**src/hdl/dnsa_pkg.sv**
```systemverilog
// Shared types for the DNS response A-record extractor.
// Holds the status codes and the result structure; depends on nothing.
`default_nettype none

package dnsa_pkg;

   localparam int DataWidth    = 8;
   localparam int AddrWidth    = 32;
   localparam int StatusWidth  = 3;
   localparam int CountWidth   = 16;
   localparam int RspDataWidth = 40;

   typedef enum logic [StatusWidth-1:0] {
      ST_FOUND   = 3'd0,
      ST_BADHDR  = 3'd1,
      ST_BADNAME = 3'd2,
      ST_TRUNC   = 3'd3,
      ST_BADLEN  = 3'd4,
      ST_NOREC   = 3'd5
   } status_type;

   typedef struct packed {
      status_type           status;
      logic [AddrWidth-1:0] address;
   } result_type;

endpackage

`default_nettype wire

```
**src/hdl/dnsa_parser.sv**
```systemverilog
// Byte-wise DNS message parser: header checks, question skip and answer walk.
// Depends on dnsa_pkg for the status codes and the result structure.
`default_nettype none

module dnsa_parser (
   input  wire logic                           clock,
   input  wire logic                           reset,
   input  wire logic                           accept,
   input  wire logic [dnsa_pkg::DataWidth-1:0] data_byte,
   input  wire logic                           last_byte,
   output dnsa_pkg::result_type                result
);
   import dnsa_pkg::*;

   typedef enum logic [8:0] {
      PH_HEADER = 9'b000000001,
      PH_QNAME  = 9'b000000010,
      PH_QLABEL = 9'b000000100,
      PH_QPTR   = 9'b000001000,
      PH_QTAIL  = 9'b000010000,
      PH_ANS    = 9'b000100000,
      PH_RDATA  = 9'b001000000,
      PH_ADDR   = 9'b010000000,
      PH_DONE   = 9'b100000000
   } phase_type;

   phase_type             phase_ff,        phase_in;
   logic [3:0]            byte_pos_ff,     byte_pos_in;
   logic [CountWidth-1:0] qcount_ff,       qcount_in;
   logic [CountWidth-1:0] acount_ff,       acount_in;
   logic [CountWidth-1:0] rec_index_ff,    rec_index_in;
   logic [CountWidth-1:0] skip_ff,         skip_in;
   logic                  type_hi_zero_ff, type_hi_zero_in;
   logic                  type_is_a_ff,    type_is_a_in;
   logic                  class_hi_zero_ff, class_hi_zero_in;
   logic                  class_is_in_ff,  class_is_in_in;
   logic [DataWidth-1:0]  len_hi_ff,       len_hi_in;
   logic [AddrWidth-1:0]  address_ff,      address_in;
   status_type            status_ff,       status_in;

   logic [CountWidth-1:0] rec_index_inc;
   logic [CountWidth-1:0] data_len;
   logic                  skip_last;

   assign rec_index_inc = rec_index_ff + 16'd1;
   assign data_len      = {len_hi_ff, data_byte};
   assign skip_last     = (skip_ff == 16'd1);

   always_comb begin
      phase_in         = phase_ff;
      byte_pos_in      = byte_pos_ff;
      qcount_in        = qcount_ff;
      acount_in        = acount_ff;
      rec_index_in     = rec_index_ff;
      skip_in          = skip_ff;
      type_hi_zero_in  = type_hi_zero_ff;
      type_is_a_in     = type_is_a_ff;
      class_hi_zero_in = class_hi_zero_ff;
      class_is_in_in   = class_is_in_ff;
      len_hi_in        = len_hi_ff;
      address_in       = address_ff;
      status_in        = status_ff;

      case (phase_ff)
         PH_HEADER: begin
            byte_pos_in = byte_pos_ff + 4'd1;
            case (byte_pos_ff)
               4'd2: begin
                  if (!data_byte[7]) begin
                     status_in = ST_BADHDR;
                     phase_in  = PH_DONE;
                  end
               end
               4'd3: begin
                  if (data_byte[3:0] != 4'd0) begin
                     status_in = ST_BADHDR;
                     phase_in  = PH_DONE;
                  end
               end
               4'd4: qcount_in = {data_byte, 8'd0};
               4'd5: qcount_in = {qcount_ff[15:8], data_byte};
               4'd6: acount_in = {data_byte, 8'd0};
               4'd7: begin
                  acount_in = {acount_ff[15:8], data_byte};
                  if ({acount_ff[15:8], data_byte} == 16'd0) begin
                     status_in = ST_BADHDR;
                     phase_in  = PH_DONE;
                  end
               end
               4'd11: begin
                  rec_index_in = '0;
                  byte_pos_in  = 4'd0;
                  if (qcount_ff == 16'd0) begin
                     phase_in = PH_ANS;
                  end else begin
                     phase_in = PH_QNAME;
                  end
               end
               default: ;
            endcase
         end
         PH_QNAME: begin
            if (data_byte == 8'd0) begin
               skip_in  = 16'd4;
               phase_in = PH_QTAIL;
            end else if (data_byte[7:6] == 2'b11) begin
               phase_in = PH_QPTR;
            end else begin
               skip_in  = {8'd0, data_byte};
               phase_in = PH_QLABEL;
            end
         end
         PH_QLABEL: begin
            skip_in = skip_ff - 16'd1;
            if (skip_last) begin
               phase_in = PH_QNAME;
            end
         end
         PH_QPTR: begin
            skip_in  = 16'd4;
            phase_in = PH_QTAIL;
         end
         PH_QTAIL: begin
            skip_in = skip_ff - 16'd1;
            if (skip_last) begin
               // Question finished: move on to the next one or to the answers.
               if (rec_index_inc == qcount_ff) begin
                  rec_index_in = '0;
                  byte_pos_in  = 4'd0;
                  phase_in     = PH_ANS;
               end else begin
                  rec_index_in = rec_index_inc;
                  phase_in     = PH_QNAME;
               end
            end
         end
         PH_ANS: begin
            byte_pos_in = byte_pos_ff + 4'd1;
            case (byte_pos_ff)
               4'd0: begin
                  if (data_byte[7:6] != 2'b11) begin
                     status_in = ST_BADNAME;
                     phase_in  = PH_DONE;
                  end
               end
               4'd2: type_hi_zero_in  = (data_byte == 8'd0);
               4'd3: type_is_a_in     = type_hi_zero_ff && (data_byte == 8'd1);
               4'd4: class_hi_zero_in = (data_byte == 8'd0);
               4'd5: class_is_in_in   = class_hi_zero_ff && (data_byte == 8'd1);
               4'd10: len_hi_in = data_byte;
               4'd11: begin
                  byte_pos_in = byte_pos_ff;
                  if (type_is_a_ff && class_is_in_ff) begin
                     if (data_len != 16'd4) begin
                        status_in = ST_BADLEN;
                        phase_in  = PH_DONE;
                     end else begin
                        address_in = '0;
                        skip_in    = 16'd4;
                        phase_in   = PH_ADDR;
                     end
                  end else if (data_len == 16'd0) begin
                     rec_index_in = rec_index_inc;
                     if (rec_index_inc == acount_ff) begin
                        status_in = ST_NOREC;
                        phase_in  = PH_DONE;
                     end else begin
                        byte_pos_in = 4'd0;
                     end
                  end else begin
                     skip_in  = data_len;
                     phase_in = PH_RDATA;
                  end
               end
               default: ;
            endcase
         end
         PH_RDATA: begin
            skip_in = skip_ff - 16'd1;
            if (skip_last) begin
               rec_index_in = rec_index_inc;
               if (rec_index_inc == acount_ff) begin
                  status_in = ST_NOREC;
                  phase_in  = PH_DONE;
               end else begin
                  byte_pos_in = 4'd0;
                  phase_in    = PH_ANS;
               end
            end
         end
         PH_ADDR: begin
            address_in = {address_ff[AddrWidth-DataWidth-1:0], data_byte};
            skip_in    = skip_ff - 16'd1;
            if (skip_last) begin
               status_in = ST_FOUND;
               phase_in  = PH_DONE;
            end
         end
         PH_DONE: ;
         default: ;
      endcase
   end

   // The result reflects the state after this byte has been taken.
   always_comb begin
      result.status  = (phase_in == PH_DONE) ? status_in : ST_TRUNC;
      result.address = (result.status == ST_FOUND) ? address_in : '0;
   end

   always_ff @(posedge clock) begin
      if (reset) begin
         phase_ff    <= PH_HEADER;
         byte_pos_ff <= 4'd0;
      end else if (accept) begin
         if (last_byte) begin
            phase_ff    <= PH_HEADER;
            byte_pos_ff <= 4'd0;
         end else begin
            phase_ff    <= phase_in;
            byte_pos_ff <= byte_pos_in;
         end
      end
   end

   // Every field below is written before it is read within a message.
   always_ff @(posedge clock) begin
      if (accept) begin
         qcount_ff        <= qcount_in;
         acount_ff        <= acount_in;
         rec_index_ff     <= rec_index_in;
         skip_ff          <= skip_in;
         type_hi_zero_ff  <= type_hi_zero_in;
         type_is_a_ff     <= type_is_a_in;
         class_hi_zero_ff <= class_hi_zero_in;
         class_is_in_ff   <= class_is_in_in;
         len_hi_ff        <= len_hi_in;
         address_ff       <= address_in;
         status_ff        <= status_in;
      end
   end

endmodule

`default_nettype wire

```
**src/hdl/dnsa_out_reg.sv**
```systemverilog
// Result register for the DNS response A-record extractor.
// Depends on dnsa_pkg for the result structure and the result data width.
`default_nettype none

module dnsa_out_reg (
   input  wire logic                              clock,
   input  wire logic                              reset,
   input  wire logic                              load,
   input  wire dnsa_pkg::result_type              result,
   output logic                                   rsp_tvalid,
   input  wire logic                              rsp_tready,
   output logic [dnsa_pkg::RspDataWidth-1:0]      rsp_tdata
);
   import dnsa_pkg::*;

   logic       valid_ff;
   result_type data_ff;

   always_ff @(posedge clock) begin
      if (reset) begin
         valid_ff <= 1'b0;
      end else if (load) begin
         valid_ff <= 1'b1;
      end else if (rsp_tready) begin
         valid_ff <= 1'b0;
      end
   end

   always_ff @(posedge clock) begin
      if (load) begin
         data_ff <= result;
      end
   end

   assign rsp_tvalid = valid_ff;
   assign rsp_tdata  = {{(RspDataWidth - AddrWidth - StatusWidth){1'b0}},
                        data_ff.address, data_ff.status};

endmodule

`default_nettype wire

```
**src/hdl/dns_response_a_record_extract_core.sv**
```systemverilog
// Top level of the DNS response A-record extractor.
// Instantiates dnsa_parser and dnsa_out_reg; depends on dnsa_pkg.
//
// The block takes a DNS response one byte per transaction on the req_ side,
// with req_tlast on the final byte of the message. It checks the 12-byte
// header, skips the questions, walks the answer records (whose names must
// be compression pointers) and captures the first IN A record, which must
// have length four. On the transaction that carries the final byte it
// produces exactly one result transaction on the rsp_ side: a status code
// and the address, which reads zero unless the status is found. The parser
// state is updated in a single step per byte and the result is held in one
// output register, so a byte may be accepted in every cycle. Only a final
// byte waits, and only while the previous result is still held and not
// being taken; ordinary bytes keep flowing meanwhile. After the final byte
// the parser returns to its initial state, ready for the next message.
`default_nettype none

module dns_response_a_record_extract_core (
   input  wire logic                              clock,
   input  wire logic                              reset,
   // Request channel: tdata[7:0] data_byte; tlast is last_byte.
   input  wire logic                              req_tvalid,
   output logic                                   req_tready,
   input  wire logic [dnsa_pkg::DataWidth-1:0]    req_tdata,
   input  wire logic                              req_tlast,
   // Response channel: tdata[2:0] status, tdata[34:3] address, rest zero.
   output logic                                   rsp_tvalid,
   input  wire logic                              rsp_tready,
   output logic [dnsa_pkg::RspDataWidth-1:0]      rsp_tdata
);
   import dnsa_pkg::*;

   logic       accept;
   logic       load;
   result_type result;

   // A final byte needs the result register to be free or being emptied.
   assign req_tready = !req_tlast || !rsp_tvalid || rsp_tready;
   assign accept     = req_tvalid && req_tready;
   assign load       = accept && req_tlast;

   dnsa_parser u_parser (
      .clock     (clock),
      .reset     (reset),
      .accept    (accept),
      .data_byte (req_tdata),
      .last_byte (req_tlast),
      .result    (result)
   );

   dnsa_out_reg u_out_reg (
      .clock      (clock),
      .reset      (reset),
      .load       (load),
      .result     (result),
      .rsp_tvalid (rsp_tvalid),
      .rsp_tready (rsp_tready),
      .rsp_tdata  (rsp_tdata)
   );

endmodule

`default_nettype wire

```
**config.mk**
```make
export PLATFORM = sky130hd
export DESIGN_NAME = dns_response_a_record_extract_core
export DESIGN_NICKNAME = d
export VERILOG_FILES = /design/src/hdl/dnsa_pkg.sv /design/src/hdl/dnsa_parser.sv /design/src/hdl/dnsa_out_reg.sv /design/src/hdl/dns_response_a_record_extract_core.sv
export SDC_FILE = /design/constraint.sdc
export NUM_CORES = 1
export LEC_CHECK = 0
export BUFFER_PORTS_ARGS = -buffer_cell sky130_fd_sc_hd__buf_2
export CAP_MARGIN = 0
export CORE_ASPECT_RATIO = 0.5
export CORE_MARGIN = 10
export CORE_UTILIZATION = 50
export CTS_BUF_LIST = sky130_fd_sc_hd__clkbuf_8
export CTS_CLUSTER_SIZE = 14
export DETAILED_ROUTE_END_ITERATION = 8
export HOLD_SLACK_MARGIN = 0.03
export PLACE_DENSITY = 0.8
export SETUP_SLACK_MARGIN = 0.05
export SLEW_MARGIN = 40
export SYNTH_ARGS = -nofsm -noshare
export SYNTH_HDL_FRONTEND = slang
export SYNTH_SLANG_ARGS = --single-unit
```
**constraint.sdc**
```tcl
create_clock -name clock -period 13.9 [get_ports clock]
set_input_delay 2.78 -clock clock [delete_from_list [all_inputs] [get_ports clock]]
set_output_delay 2.78 -clock clock [all_outputs]
set_load 0.05 [all_outputs]
```
After elaboration in Yosys (flattened, before gate mapping)
Index checks and enable logic that the tools add are counted. W data, S select, Z words.

Register bits: 160. Logic and storage cells: 164. Output and inout bits: 42.

Bitwise gates (word level): 2. Reductions and logical operators: 35. Multiplexer cells: 68. Eq/ne operators: 38. Add/subtract/negate cells: 3.

Operators with widths (number): $mux W16 (13); $mux W9 (15); $pmux W16 S4 (2); $mux W32 (3); $pmux W9 S8 (1); $pmux W16 S2 (2); $pmux W32 S2 (1); $logic_not A16 Y1 (3); $mux W4 (10); $pmux W9 S4 (1); $mux W3 (11); $eq A16 B16 Y1 (2); $reduce_and A3 Y1 (7); $pmux W9 S2 (1); $add A16 B1 Y16 const B (1); $eq A16 B1 Y1 const B (1); $eq A4 B3 Y1 const B (4); $ne A16 B3 Y1 const B (1); $pmux W4 S4 (1); $sub A16 B1 Y16 const B (1); $ne A3 B2 Y1 const B (5); $mux W6 (2); $pmux W3 S4 (1); $reduce_bool A4 Y1 (3); other kinds (36) (54).

Depth between registers and ports, before layout
Gate-level depths: netlist (run 1).

Word-level depth: 10. Mapped depth: 13.

Modules after synthesis
From an unflattened synthesis (run 1), not the netlist that was laid out.

Cell total of the unflattened synthesis: 902. Area, all modules: 9541.7 µm².

By module, submodules not included: dnsa_parser (area each 8371.8 µm², cells an instance 852, times used 1); dnsa_out_reg (area each 1131.1 µm², cells an instance 45, times used 1); dns_response_a_record_extract_core (area each 38.8 µm², cells an instance 5, times used 1).

Least setup slack after synthesis (run 1)
OpenSTA, ideal clock, no wires.

Path kind: input-to-reg. Start point: input port req_tdata[7] (netlist name). End point: register u_parser.skip_ff[0] (enable). Stages on the path: 8. Arrival: 6.773 ns. Path slack: 6.649 ns. Path buffers: 1. Path through: clkbuf_1 or4_4 nor4_4 a21oi_1 or2_2 nor2_1 nor2_1 a2111oi_0.

Word-level cells in the longest chain between the ends: 3. Elaborated cells between the ends (all ways): 8. Classes of those cells: eq/ne: 5; reduce/logical: 3.

Ends and longest elaborated chain: start, declared (line dns_response_a_record_extract_core.sv:24) `input wire logic [dnsa_pkg::DataWidth-1:0] req_tdata,`; $ne A16 B3 Y1, or another cell as far along (line dnsa_parser.sv:154) `if (data_len != 16'd4) begin`; $ne A3 B3 Y1 (no source line) / $ne A3 B2 Y1 (equally long branches); $reduce_and A6 Y1 (no source line) (*); end signal, assigned (line dnsa_parser.sv:231) `skip_ff <= skip_in;`; end, declared (line dnsa_parser.sv:32) `logic [CountWidth-1:0] skip_ff, skip_in;`.

Mark *: on every way between the ends. The rest lies on a longest branch, timed or not. A chain may end at the register's enable or synchronous reset.

Final worst setup path (run 1)
Start point: input port req_tlast. End point: output port req_tready.

Word-level cells in the longest chain between the ends: 3.

Ends and longest elaborated chain: start, declared (line dns_response_a_record_extract_core.sv:25) `input wire logic req_tlast,`; $logic_not A1 Y1 (line dns_response_a_record_extract_core.sv:38) `assign req_tready = !req_tlast || !rsp_tvalid || rsp_tready;`; $logic_or A1 B1 Y1 (2 in a row) (line dns_response_a_record_extract_core.sv:38); end, declared (line dns_response_a_record_extract_core.sv:23) `output logic req_tready,`.

No other way between the ends.

==> run_results.csv, run 1 <==
group,metric,value,unit
floorplan,start_util,51.9,%
finish,nets,948,
clock_tree,cts.clk_slew.worst_paths,0.08,ns
critical_path,worstPathRequired,11.12,ns
global_route,gr-usage-all-layers,19.2,%
floorplan,std_cell_rows,34,
logic_synthesis,async_reset_ff_share,0,%
timing,tightest_slew,0.779,ns
route,dr.pass1.iters,7,
clock_tree,clk_latency,0.46,ns
placement,gp_congestion,0.959,
floorplan,die_w,212,um
logic_synthesis,synthFlopType,"edfxtp_1",
timing,rsz0062_at_grt,"false",
global_route,grt_pass1_vias,6945,
route,vias,7221,
critical_path,r2r-start,"u_parser.rec_index_ff[0]",
critical_path,r2r.worst_path.cells,9,
power_and_ir_drop,ir_drop,0.105,mV
critical_path,start_kind,"input pin",
global_route,grt-ovfl-total,0,
logic_synthesis,synth_edf_count,146,
route,drtIter0Drc,896,
power_and_ir_drop,p_leak,3.69,nW
timing,finalHoldViolations,0,
finish,area_delta_synth_final,7.64,%
finish,antennaDiodeCount,0,
clock_tree,ctsHoldBuffers,0,
timing,fin_crit,6.10,ns
min_path,hp-class,"flip-flop to flip-flop",
timing,report.final.slew_viol_count,0,
finish,final_common_cell,"edfxtp_1",
min_path,worstHoldStart,"u_out_reg.rsp_tvalid",
finish,drive_gt1_share,12.4,%
timing,finalClockSkew,0.0143,ns
logic_synthesis,syn_area_per_cell,10.1,sq um
floorplan,core_area,0.0177,sq mm
global_route,grt_max_degree,39,
timing,setup_viol,0,
status,status,"complete, no violations",
critical_path,r2r-end,"u_out_reg.rsp_tdata[12]",
clock_tree,cts_resized,0,
floorplan,dieArea,0.0245,sq mm
critical_path,crit_type,"input pin to output port",
logic_synthesis,syn_inst,911,
logic_synthesis,synthDistinctLibCells,86,
route,drc,0,
critical_path,r2r_slack,9.50,ns
critical_path,end_kind,"output port",
route,drt-vias-per-instance,6.15,
logic_synthesis,ys_ff_latch,160,
min_path,whs_path_depth,2,
placement,place_area,0.00951,sq mm
clock_tree,postCtsSetupBuffers,0,
finish,nFillCells,1512,
run,max-cap-violations,0,
timing,setup-tns-final,0,ns
timing,final.period_utilization,43.9,%
finish,mostFrequentLayoutCells,"146 x edfxtp_1, 131 x nand2_1, 79 x nor2_1, 49 x buf_2, 48 x nand3_1",
finish,fin_area,0.00989,sq mm
route,ant_nets,0,
logic_synthesis,ys_warn_count,0,
floorplan,die_h,116,um
global_route,antenna_found_initial,0,
power_and_ir_drop,p_per_area,94.2,mW/mm^2
logic_synthesis,syn_area,0.00919,sq mm
floorplan,io-pin-count,55,
logic_synthesis,yosysSeqAreaShare,50.8,%
placement,port_buffers,49,
clock_tree,cts.root.buffer_cell,"clkbuf_8",
finish,final_cells,1174,
clock_tree,tritoncts,"done",
timing,slew-limit-headroom,47.9,%
route,wirelength,23400,um
clock_tree,cts_buffer_depth,2,
clock_tree,cts_htree_levels,4,
critical_path,crit_fanout,6,
min_path,whs_endpoint,"u_out_reg.rsp_tvalid",
timing,fmax,0.164,GHz
placement,dp.cells,1143,
clock_tree,cts_buffers,17,
placement,dp_hpwl,16300,um
clock_tree,cts_sinks,160,
route,wire_per_inst,19.9,um
critical_path,cp.arrival,3.32,ns
global_route,grt_pass1_wl,37500,um
[power breakdown]
group / switching (W) / internal [W]
registers: 0.00000428 / 0.000532
logic: 0.0000418 / 0.0000134
clock network: 0.000181 / 0.000158
total: 0.000227 / 0.000704
[how the worst max path moves through the flow]
stage | start | to | slack [ns] | cells past startpoint
after detailed placement | req_tlast | req_tready | 7.82 | 3
after floorplan | req_tdata[7] | u_parser.skip_ff[0] | 6.65 | 8
after CTS | req_tlast | req_tready | 7.81 | 3
after global routing | req_tlast | req_tready | 7.77 | 3
final | req_tlast | req_tready | 7.80 | 3
after global placement | req_tlast | req_tready | 7.84 | 3
[cell families after synthesis]
logic type | after synthesis | synth area share [%]
adders and majority gates | 7 | 0.954
DFF | 160 | 50.8
other | 1 | 0.0408
buffers and inverters | 79 | 4.17
and+or+nand+nor | 464 | 27.6
AOI/OAI and AO/OA | 142 | 10.7
muxes | 4 | 0.436
xor gates and xnor gates | 54 | 5.30
[worst max-delay path, stage by stage]
cell and delay (ns):
buf_2 0.13, nand3_1 0.12, buf_2 0.28
[stage by stage]
step | util, % | power [W] | setup slack, ns | hold WS, ns
floorplan | - | 0.000587 | 6.65 | 0.494
global placement | 53.6 | 0.000601 | 7.84 | 0.484
detailed placement | 53.7 | 0.000602 | 7.82 | 0.512
CTS | 55.8 | 0.000934 | 7.81 | 0.529
global route | 55.9 | 0.000960 | 7.77 | 0.589
finish | 55.9 | 0.000931 | 7.80 | 0.530
[area by class of cell]
class	instances	area, sq um	share of cell area [%]
Timing Repair Buffer	57	305	3.09
Sequential cell	160	4660	47.2
Clock buffer	17	234	2.37
Multi-Input combinational cell	676	4190	42.4
Inverter	16	60.1	0.607
Tap cell	234	293	2.96
Clock inverter	14	141	1.43
[flip-flops by register name (all words and copies together), names as in the netlist]
register / count
u_parser.address_ff: 32
u_out_reg.rsp_tvalid: 1
u_parser.class_is_in_ff: 1
u_parser.class_hi_zero_ff: 1
u_parser.byte_pos_ff: 4
u_parser.acount_ff: 16
u_out_reg.rsp_tdata: 35
u_parser.status_ff: 3
u_parser.len_hi_ff: 8
u_parser.qcount_ff: 16
u_parser.rec_index_ff: 16
u_parser.skip_ff: 16
u_parser.phase_ff: 9
u_parser.type_is_a_ff: 1
u_parser.type_hi_zero_ff: 1
[per-layer routing]
metal	global-route usage, %	vias up	wire, um
met2	30.5	339	10800
met5	0	-	0
met1	26.1	3475	10500
li1	-	3374	-
met4	6.28	0	346
met3	3.80	33	1720
[cells in the mapped netlist (4+ instances only)]
master,n,share of area [%]
nor3b_1,4,0.33
or3_1,8,0.54
a21oi_1,27,1.5
and3_1,28,1.9
or4_1,7,0.57
ha_1,7,0.95
nor4_1,16,1.1
buf_6,5,0.61
o21ai_0,44,2.4
nand2_1,131,5.4
a21o_1,4,0.33
nor2b_1,6,0.41
nor3_1,18,0.98
and2_1,24,1.6
a22oi_1,5,0.41
xnor2_1,35,3.3
clkbuf_1,36,1.5
and3b_1,33,3.1
nand4b_1,5,0.48
and4_1,5,0.48
nand4_1,10,0.68
xor2_1,18,1.7
buf_2,11,0.60
mux2i_1,4,0.44
nand2b_1,15,1.0
inv_1,15,0.61
dfxtp_1,14,3.1
o211ai_1,5,0.41
buf_4,9,0.74
nand3_1,48,2.6
edfxtp_1,146,48
a2bb2oi_1,4,0.38
a2111oi_0,4,0.38
a31oi_1,4,0.27
nor2_1,79,3.2
Note: power is estimated with default switching activity, not from simulation.
==> run 2, diff against run 1 <==
- clock period: 13.9 -> 6.2 ns (I/O delays scaled with it)
==> run 2 against run 1 <==
Core utilization is 0.11 points higher. Via count is 0.86% lower. Final cell count up 0.17%. Power up 120%. Global-route usage hardly changed. Die area unchanged. Clock power rose by 120%. Clock-buffer cell count is the same. Largest power group unchanged. Highest routed layer unchanged.
==> run_results.csv, run 2 (synthesized netlist as in run 1, its figures left out) <==
group,metric,value,unit
status,status,"complete, no violations",
global_route,gr-usage-all-layers,19.2,%
clock_tree,cts_buffers,17,
floorplan,dieArea,0.0245,sq mm
route,drc,0,
finish,drive_gt1_share,12.8,%
finish,mostFrequentLayoutCells,"146 x edfxtp_1, 131 x nand2_1, 79 x nor2_1, 49 x buf_2, 48 x nand3_1",
finish,final_common_cell,"edfxtp_1",
route,wire_per_inst,20.0,um
route,dr.pass1.iters,7,
timing,fmax,0.237,GHz
floorplan,die_h,116,um
floorplan,start_util,51.9,%
route,drtIter0Drc,898,
critical_path,end_kind,"flip-flop",
timing,report.final.slew_viol_count,0,
timing,final.period_utilization,68.1,%
min_path,hp-class,"flip-flop to flip-flop",
power_and_ir_drop,switching_share,25.6,%
finish,ff_latch_area,0.00466,sq mm
floorplan,std_cell_rows,34,
placement,gp_congestion,1.01,
timing,tightest_slew,0.741,ns
critical_path,r2r.worst_path.cells,10,
global_route,grt-ovfl-total,0,
critical_path,r2r_slack,1.98,ns
finish,nets,949,
global_route,antenna_found_initial,0,
clock_tree,cts.root.buffer_cell,"clkbuf_8",
power_and_ir_drop,power_switching,0.000535,W
floorplan,die_w,212,um
critical_path,r2r-end,"u_out_reg.rsp_tdata[16]",
power_and_ir_drop,pwr-share-clk,36.5,%
clock_tree,tritoncts,"done",
finish,largest_reg_flops,35,
finish,fin_area,0.00991,sq mm
finish,multi_input_area,0.00419,sq mm
timing,rsz0062_at_grt,"false",
power_and_ir_drop,internal_power,0.00155,W
route,wirelength,23500,um
critical_path,cp.arrival,4.56,ns
power_and_ir_drop,p_per_area,211,mW/mm^2
clock_tree,cts_buffer_depth,2,
clock_tree,cts_sinks,160,
placement,port_buffers,49,
placement,place_area,0.00952,sq mm
power_and_ir_drop,combPwrFrac,6.0,%
timing,setup_viol,0,
power_and_ir_drop,ir_drop,0.163,mV
floorplan,core_area,0.0177,sq mm
route,drt-vias-per-instance,6.09,
power_and_ir_drop,p_leak,3.70,nW
floorplan,io-pin-count,55,
critical_path,r2r-start,"u_parser.rec_index_ff[0]",
clock_tree,cts_htree_levels,4,
clock_tree,postCtsSetupBuffers,0,
clock_tree,ctsHoldBuffers,0,
timing,finalClockSkew,0.0146,ns
critical_path,start_kind,"flip-flop",
finish,nFillCells,1515,
global_route,grt_max_degree,39,
global_route,grt_pass1_vias,6784,
min_path,worstHoldStart,"u_out_reg.rsp_tvalid",
min_path,whs_path_depth,2,
clock_tree,cts_resized,0,
route,ant_nets,0,
timing,setup-tns-final,0,ns
clock_tree,cts.clk_slew.worst_paths,0.10,ns
finish,antennaDiodeCount,0,
placement,dp_hpwl,16600,um
timing,fin_crit,4.22,ns
critical_path,crit_type,"flip-flop to flip-flop",
power_and_ir_drop,finalPower,0.00209,W
critical_path,worstPathRequired,6.54,ns
route,vias,7159,
timing,slew-limit-headroom,50.2,%
clock_tree,clk_latency,0.47,ns
finish,area_delta_synth_final,7.86,%
critical_path,crit_fanout,34,
global_route,grt_pass1_wl,37500,um
timing,finalHoldViolations,0,
power_and_ir_drop,p_seq_share,57.6,%
min_path,whs_endpoint,"u_out_reg.rsp_tvalid",
run,max-cap-violations,0,
==> run 2: worst max-delay path by stage <==
stage | startpoint | to | cells after the start
2_1_floorplan | req_tdata[7] | u_parser.skip_ff[0] | 8
3_3_place_gp | req_tdata[4] | u_out_reg.rsp_tdata[11] | 10
3_5_place_dp | req_tdata[4] | u_out_reg.rsp_tdata[14] | 10
4_1_cts | u_parser.rec_index_ff[0] | u_out_reg.rsp_tdata[16] | 10
5_1_grt | u_parser.rec_index_ff[0] | u_out_reg.rsp_tdata[9] | 10
6_report | u_parser.rec_index_ff[0] | u_out_reg.rsp_tdata[16] | 10
==> run 2: final cells by class <==
| class | count | share of cell area (%) |
|---|---|---|
| repair buffers | 58 | 3.16 |
| clock inverters | 15 | 1.55 |
| flip-flops and latches | 160 | 47.1 |
| multi-input cells | 676 | 42.3 |
| clock buffers | 17 | 2.36 |
| well taps | 234 | 2.96 |
| inverters | 16 | 0.606 |
==> run 2: layer usage <==
layer / up-vias / GRT usage, % / part of all wire (%)
met1: 3478 / 26.5 / 45
li1: 3368 / - / -
met3: 27 / 4.18 / 7.2
met5: - / 0 / 0
met4: 0 / 4.38 / 1.1
met2: 286 / 30.6 / 47
==> run 2: power groups by stage <==
stage	registers, W	logic, W	clock network, W
2_1_floorplan	0.00125	0.0000656	0
3_3_place_gp	0.00123	0.000121	0
3_5_place_dp	0.00123	0.000123	0
4_1_cts	0.00120	0.000124	0.000771
5_1_grt	0.00121	0.000134	0.000818
6_report	0.00120	0.000124	0.000762
==> run 2: per-stage QoR <==
step	worst slack [ns]	std cells	hold slack [ns]	utilization (%)
after floorplan	0.489	915	0.494	-
after global placement	1.72	1144	0.485	53.7
after detailed placement	1.89	1144	0.509	53.8
after CTS	2.02	1176	0.532	56.0
after global routing	1.59	1176	0.577	56.0
final	1.98	1176	0.525	56.0
==> run 2: worst max-delay path, cell delays in order (launching register included) <==
cell	delay [ns]
edfxtp_1	0.49
ha_1	0.42
nand4_2	0.29
nor4_1	0.65
xnor3_1	0.22
o21ai_0	0.07
nand4bb_1	0.55
a21oi_1	0.35
and3_1	0.24
and3_2	0.55
and3b_1	0.24
==> run 3, diff against run 2 <==
- PLACE_DENSITY: 0.8 -> 0.82
- clock period: 6.2 -> 3.5 ns (I/O delays scaled with it)
==> run 3 against run 2 <==
Wire length is 6.2% higher. Non-clock buffer count is 72 higher. Via count is 6.6% higher. Power is 81% higher. Worst setup slack worse by 1.8 ns. Critical path depth is 3 higher. Critical path type unchanged. Largest power group unchanged. Highest routed layer unchanged.
==> run_results.csv, run 3 (synthesized netlist as in run 1, its figures left out) <==
group,metric,value,unit
power_and_ir_drop,pwr-share-clk,37.1,%
critical_path,crit_fanout,15,
finish,mostFrequentLayoutCells,"146 x edfxtp_1, 130 x nand2_1, 79 x nor2_1, 77 x buf_4, 49 x buf_2",
clock_tree,cts_htree_levels,4,
finish,area_delta_synth_final,15.9,%
timing,finalHoldViolations,0,
global_route,grt-ovfl-total,0,
floorplan,dieArea,0.0245,sq mm
timing,final.period_utilization,96.1,%
power_and_ir_drop,combPwrFrac,6.5,%
power_and_ir_drop,switching_share,26.3,%
critical_path,r2r-start,"u_parser.rec_index_ff[4]",
critical_path,r2r-end,"u_parser.rec_index_ff[8]",
status,status,"complete, no violations",
route,dr.pass1.iters,9,
route,drtIter0Drc,897,
run,max-cap-violations,0,
clock_tree,cts.clk_slew.worst_paths,0.10,ns
floorplan,io-pin-count,55,
global_route,grt_max_degree,36,
timing,setup_viol,0,
finish,nFillCells,1396,
power_and_ir_drop,internal_power,0.00279,W
critical_path,start_kind,"flip-flop",
power_and_ir_drop,p_per_area,355,mW/mm^2
floorplan,start_util,51.9,%
critical_path,r2r_slack,0.14,ns
min_path,worstHoldStart,"u_out_reg.rsp_tvalid",
global_route,antenna_found_initial,0,
finish,largest_reg_flops,35,
floorplan,std_cell_rows,34,
power_and_ir_drop,ir_drop,0.311,mV
power_and_ir_drop,p_leak,4.15,nW
clock_tree,cts_buffer_depth,2,
power_and_ir_drop,p_seq_share,56.4,%
timing,tightest_slew,0.656,ns
timing,rsz0062_at_grt,"false",
finish,final_common_cell,"edfxtp_1",
floorplan,die_h,116,um
finish,drive_gt1_share,19.6,%
route,wirelength,25000,um
placement,dp_hpwl,17400,um
route,wire_per_inst,20.0,um
critical_path,crit_type,"flip-flop to flip-flop",
finish,nets,1023,
critical_path,r2r.worst_path.cells,13,
route,drt-vias-per-instance,6.11,
timing,report.final.slew_viol_count,0,
timing,slew-limit-headroom,55.9,%
clock_tree,cts.root.buffer_cell,"clkbuf_8",
min_path,whs_endpoint,"u_out_reg.rsp_tvalid",
timing,setup-tns-final,0,ns
floorplan,core_area,0.0177,sq mm
clock_tree,clk_latency,0.47,ns
power_and_ir_drop,finalPower,0.00378,W
timing,fmax,0.297,GHz
critical_path,cp.arrival,3.58,ns
critical_path,worstPathRequired,3.72,ns
clock_tree,cts_sinks,160,
power_and_ir_drop,power_switching,0.000996,W
route,vias,7634,
finish,antennaDiodeCount,0,
global_route,grt_pass1_vias,7228,
clock_tree,cts_buffers,17,
global_route,grt_pass1_wl,38700,um
timing,finalClockSkew,0.0185,ns
global_route,gr-usage-all-layers,19.8,%
placement,gp_congestion,0.971,
critical_path,end_kind,"flip-flop",
clock_tree,tritoncts,"done",
route,drc,0,
timing,fin_crit,3.36,ns
placement,port_buffers,49,
min_path,hp-class,"flip-flop to flip-flop",
floorplan,die_w,212,um
min_path,whs_path_depth,2,
route,ant_nets,0,
[run 3: layer usage]
| metal | track usage, % | routed length [um] | vias to the layer above |
|---|---|---|---|
| li1 | - | - | 3531 |
| met1 | 26.2 | 11000 | 3745 |
| met2 | 32.2 | 11700 | 313 |
| met4 | 6.71 | 502 | 0 |
| met5 | 0 | 0 | - |
| met3 | 3.83 | 1710 | 45 |
[run 3: worst max-delay path, stage by stage, from the launching register on]
cell      delay (ns)
edfxtp_1        0.57
buf_4           0.21
buf_4           0.15
or3_1           0.34
a311o_1         0.36
o211ai_1        0.15
o221a_2         0.26
nand4_1         0.13
nor4_1          0.29
buf_4           0.20
o22ai_1         0.11
nand2_1         0.14
buf_12          0.16
nor2_1          0.06
[run 3: how the worst max path moves through the flow]
| stage | start | to | slack, ns |
|---|---|---|---|
| floorplan | req_tdata[7] | u_parser.rec_index_ff[0] | 0.13 |
| global placement | req_tdata[5] | u_out_reg.rsp_tdata[10] | 0.06 |
| detailed placement | u_parser.rec_index_ff[2] | u_out_reg.rsp_tdata[31] | -0.06 |
| CTS | u_parser.rec_index_ff[1] | u_out_reg.rsp_tdata[31] | 0.1 |
| global route | u_parser.rec_index_ff[4] | u_parser.rec_index_ff[7] | 0.02 |
| finish | u_parser.rec_index_ff[4] | u_parser.rec_index_ff[8] | 0.14 |
[run 3: power by group through the flow]
stage,clock (W),combinational [W],sequential (W)
after global routing,0.00151,0.000262,0.00214
final,0.00140,0.000245,0.00213
after detailed placement,0,0.000234,0.00217
after global placement,0,0.000228,0.00217
after CTS,0.00141,0.000235,0.00213
after floorplan,0,0.000117,0.00222
[run 3: final cells by class]
cell class                      instances  area, sq um  area share (%)
Multi-Input combinational cell        678         4320            40.6
Sequential cell                       160         4660            43.8
Clock inverter                         15          175            1.65
Inverter                               16         60.1           0.564
Timing Repair Buffer                  130          895            8.41
Tap cell                              234          293            2.75
Clock buffer                           17          234            2.20
[run 3: timing repair]
| item | CTS | global route |
|---|---|---|
| hold buffers | 0 | 0 |
| endpoints found under the setup margin | 32 | 50 |
| pin swaps | 1 | 3 |
| resized for setup | 1 | 22 |
| setup buffers | 2 | 9 |
| cloned | 0 | 2 |
[run 3: per-stage QoR]
| stage | utilization, % | cell area (sq um) | hold slack [ns] | std cells | setup WS, ns |
|---|---|---|---|---|---|
| CTS | 59.0 | 10400 | 0.527 | 1239 | 0.0961 |
| global placement | 56.6 | 10000 | 0.483 | 1205 | 0.0610 |
| detailed placement | 56.6 | 10000 | 0.506 | 1205 | -0.0593 |
| floorplan | - | 9230 | 0.494 | 915 | 0.130 |
| global route | 60.1 | 10600 | 0.533 | 1250 | 0.0186 |
| finish | 60.1 | 10600 | 0.522 | 1250 | 0.135 |
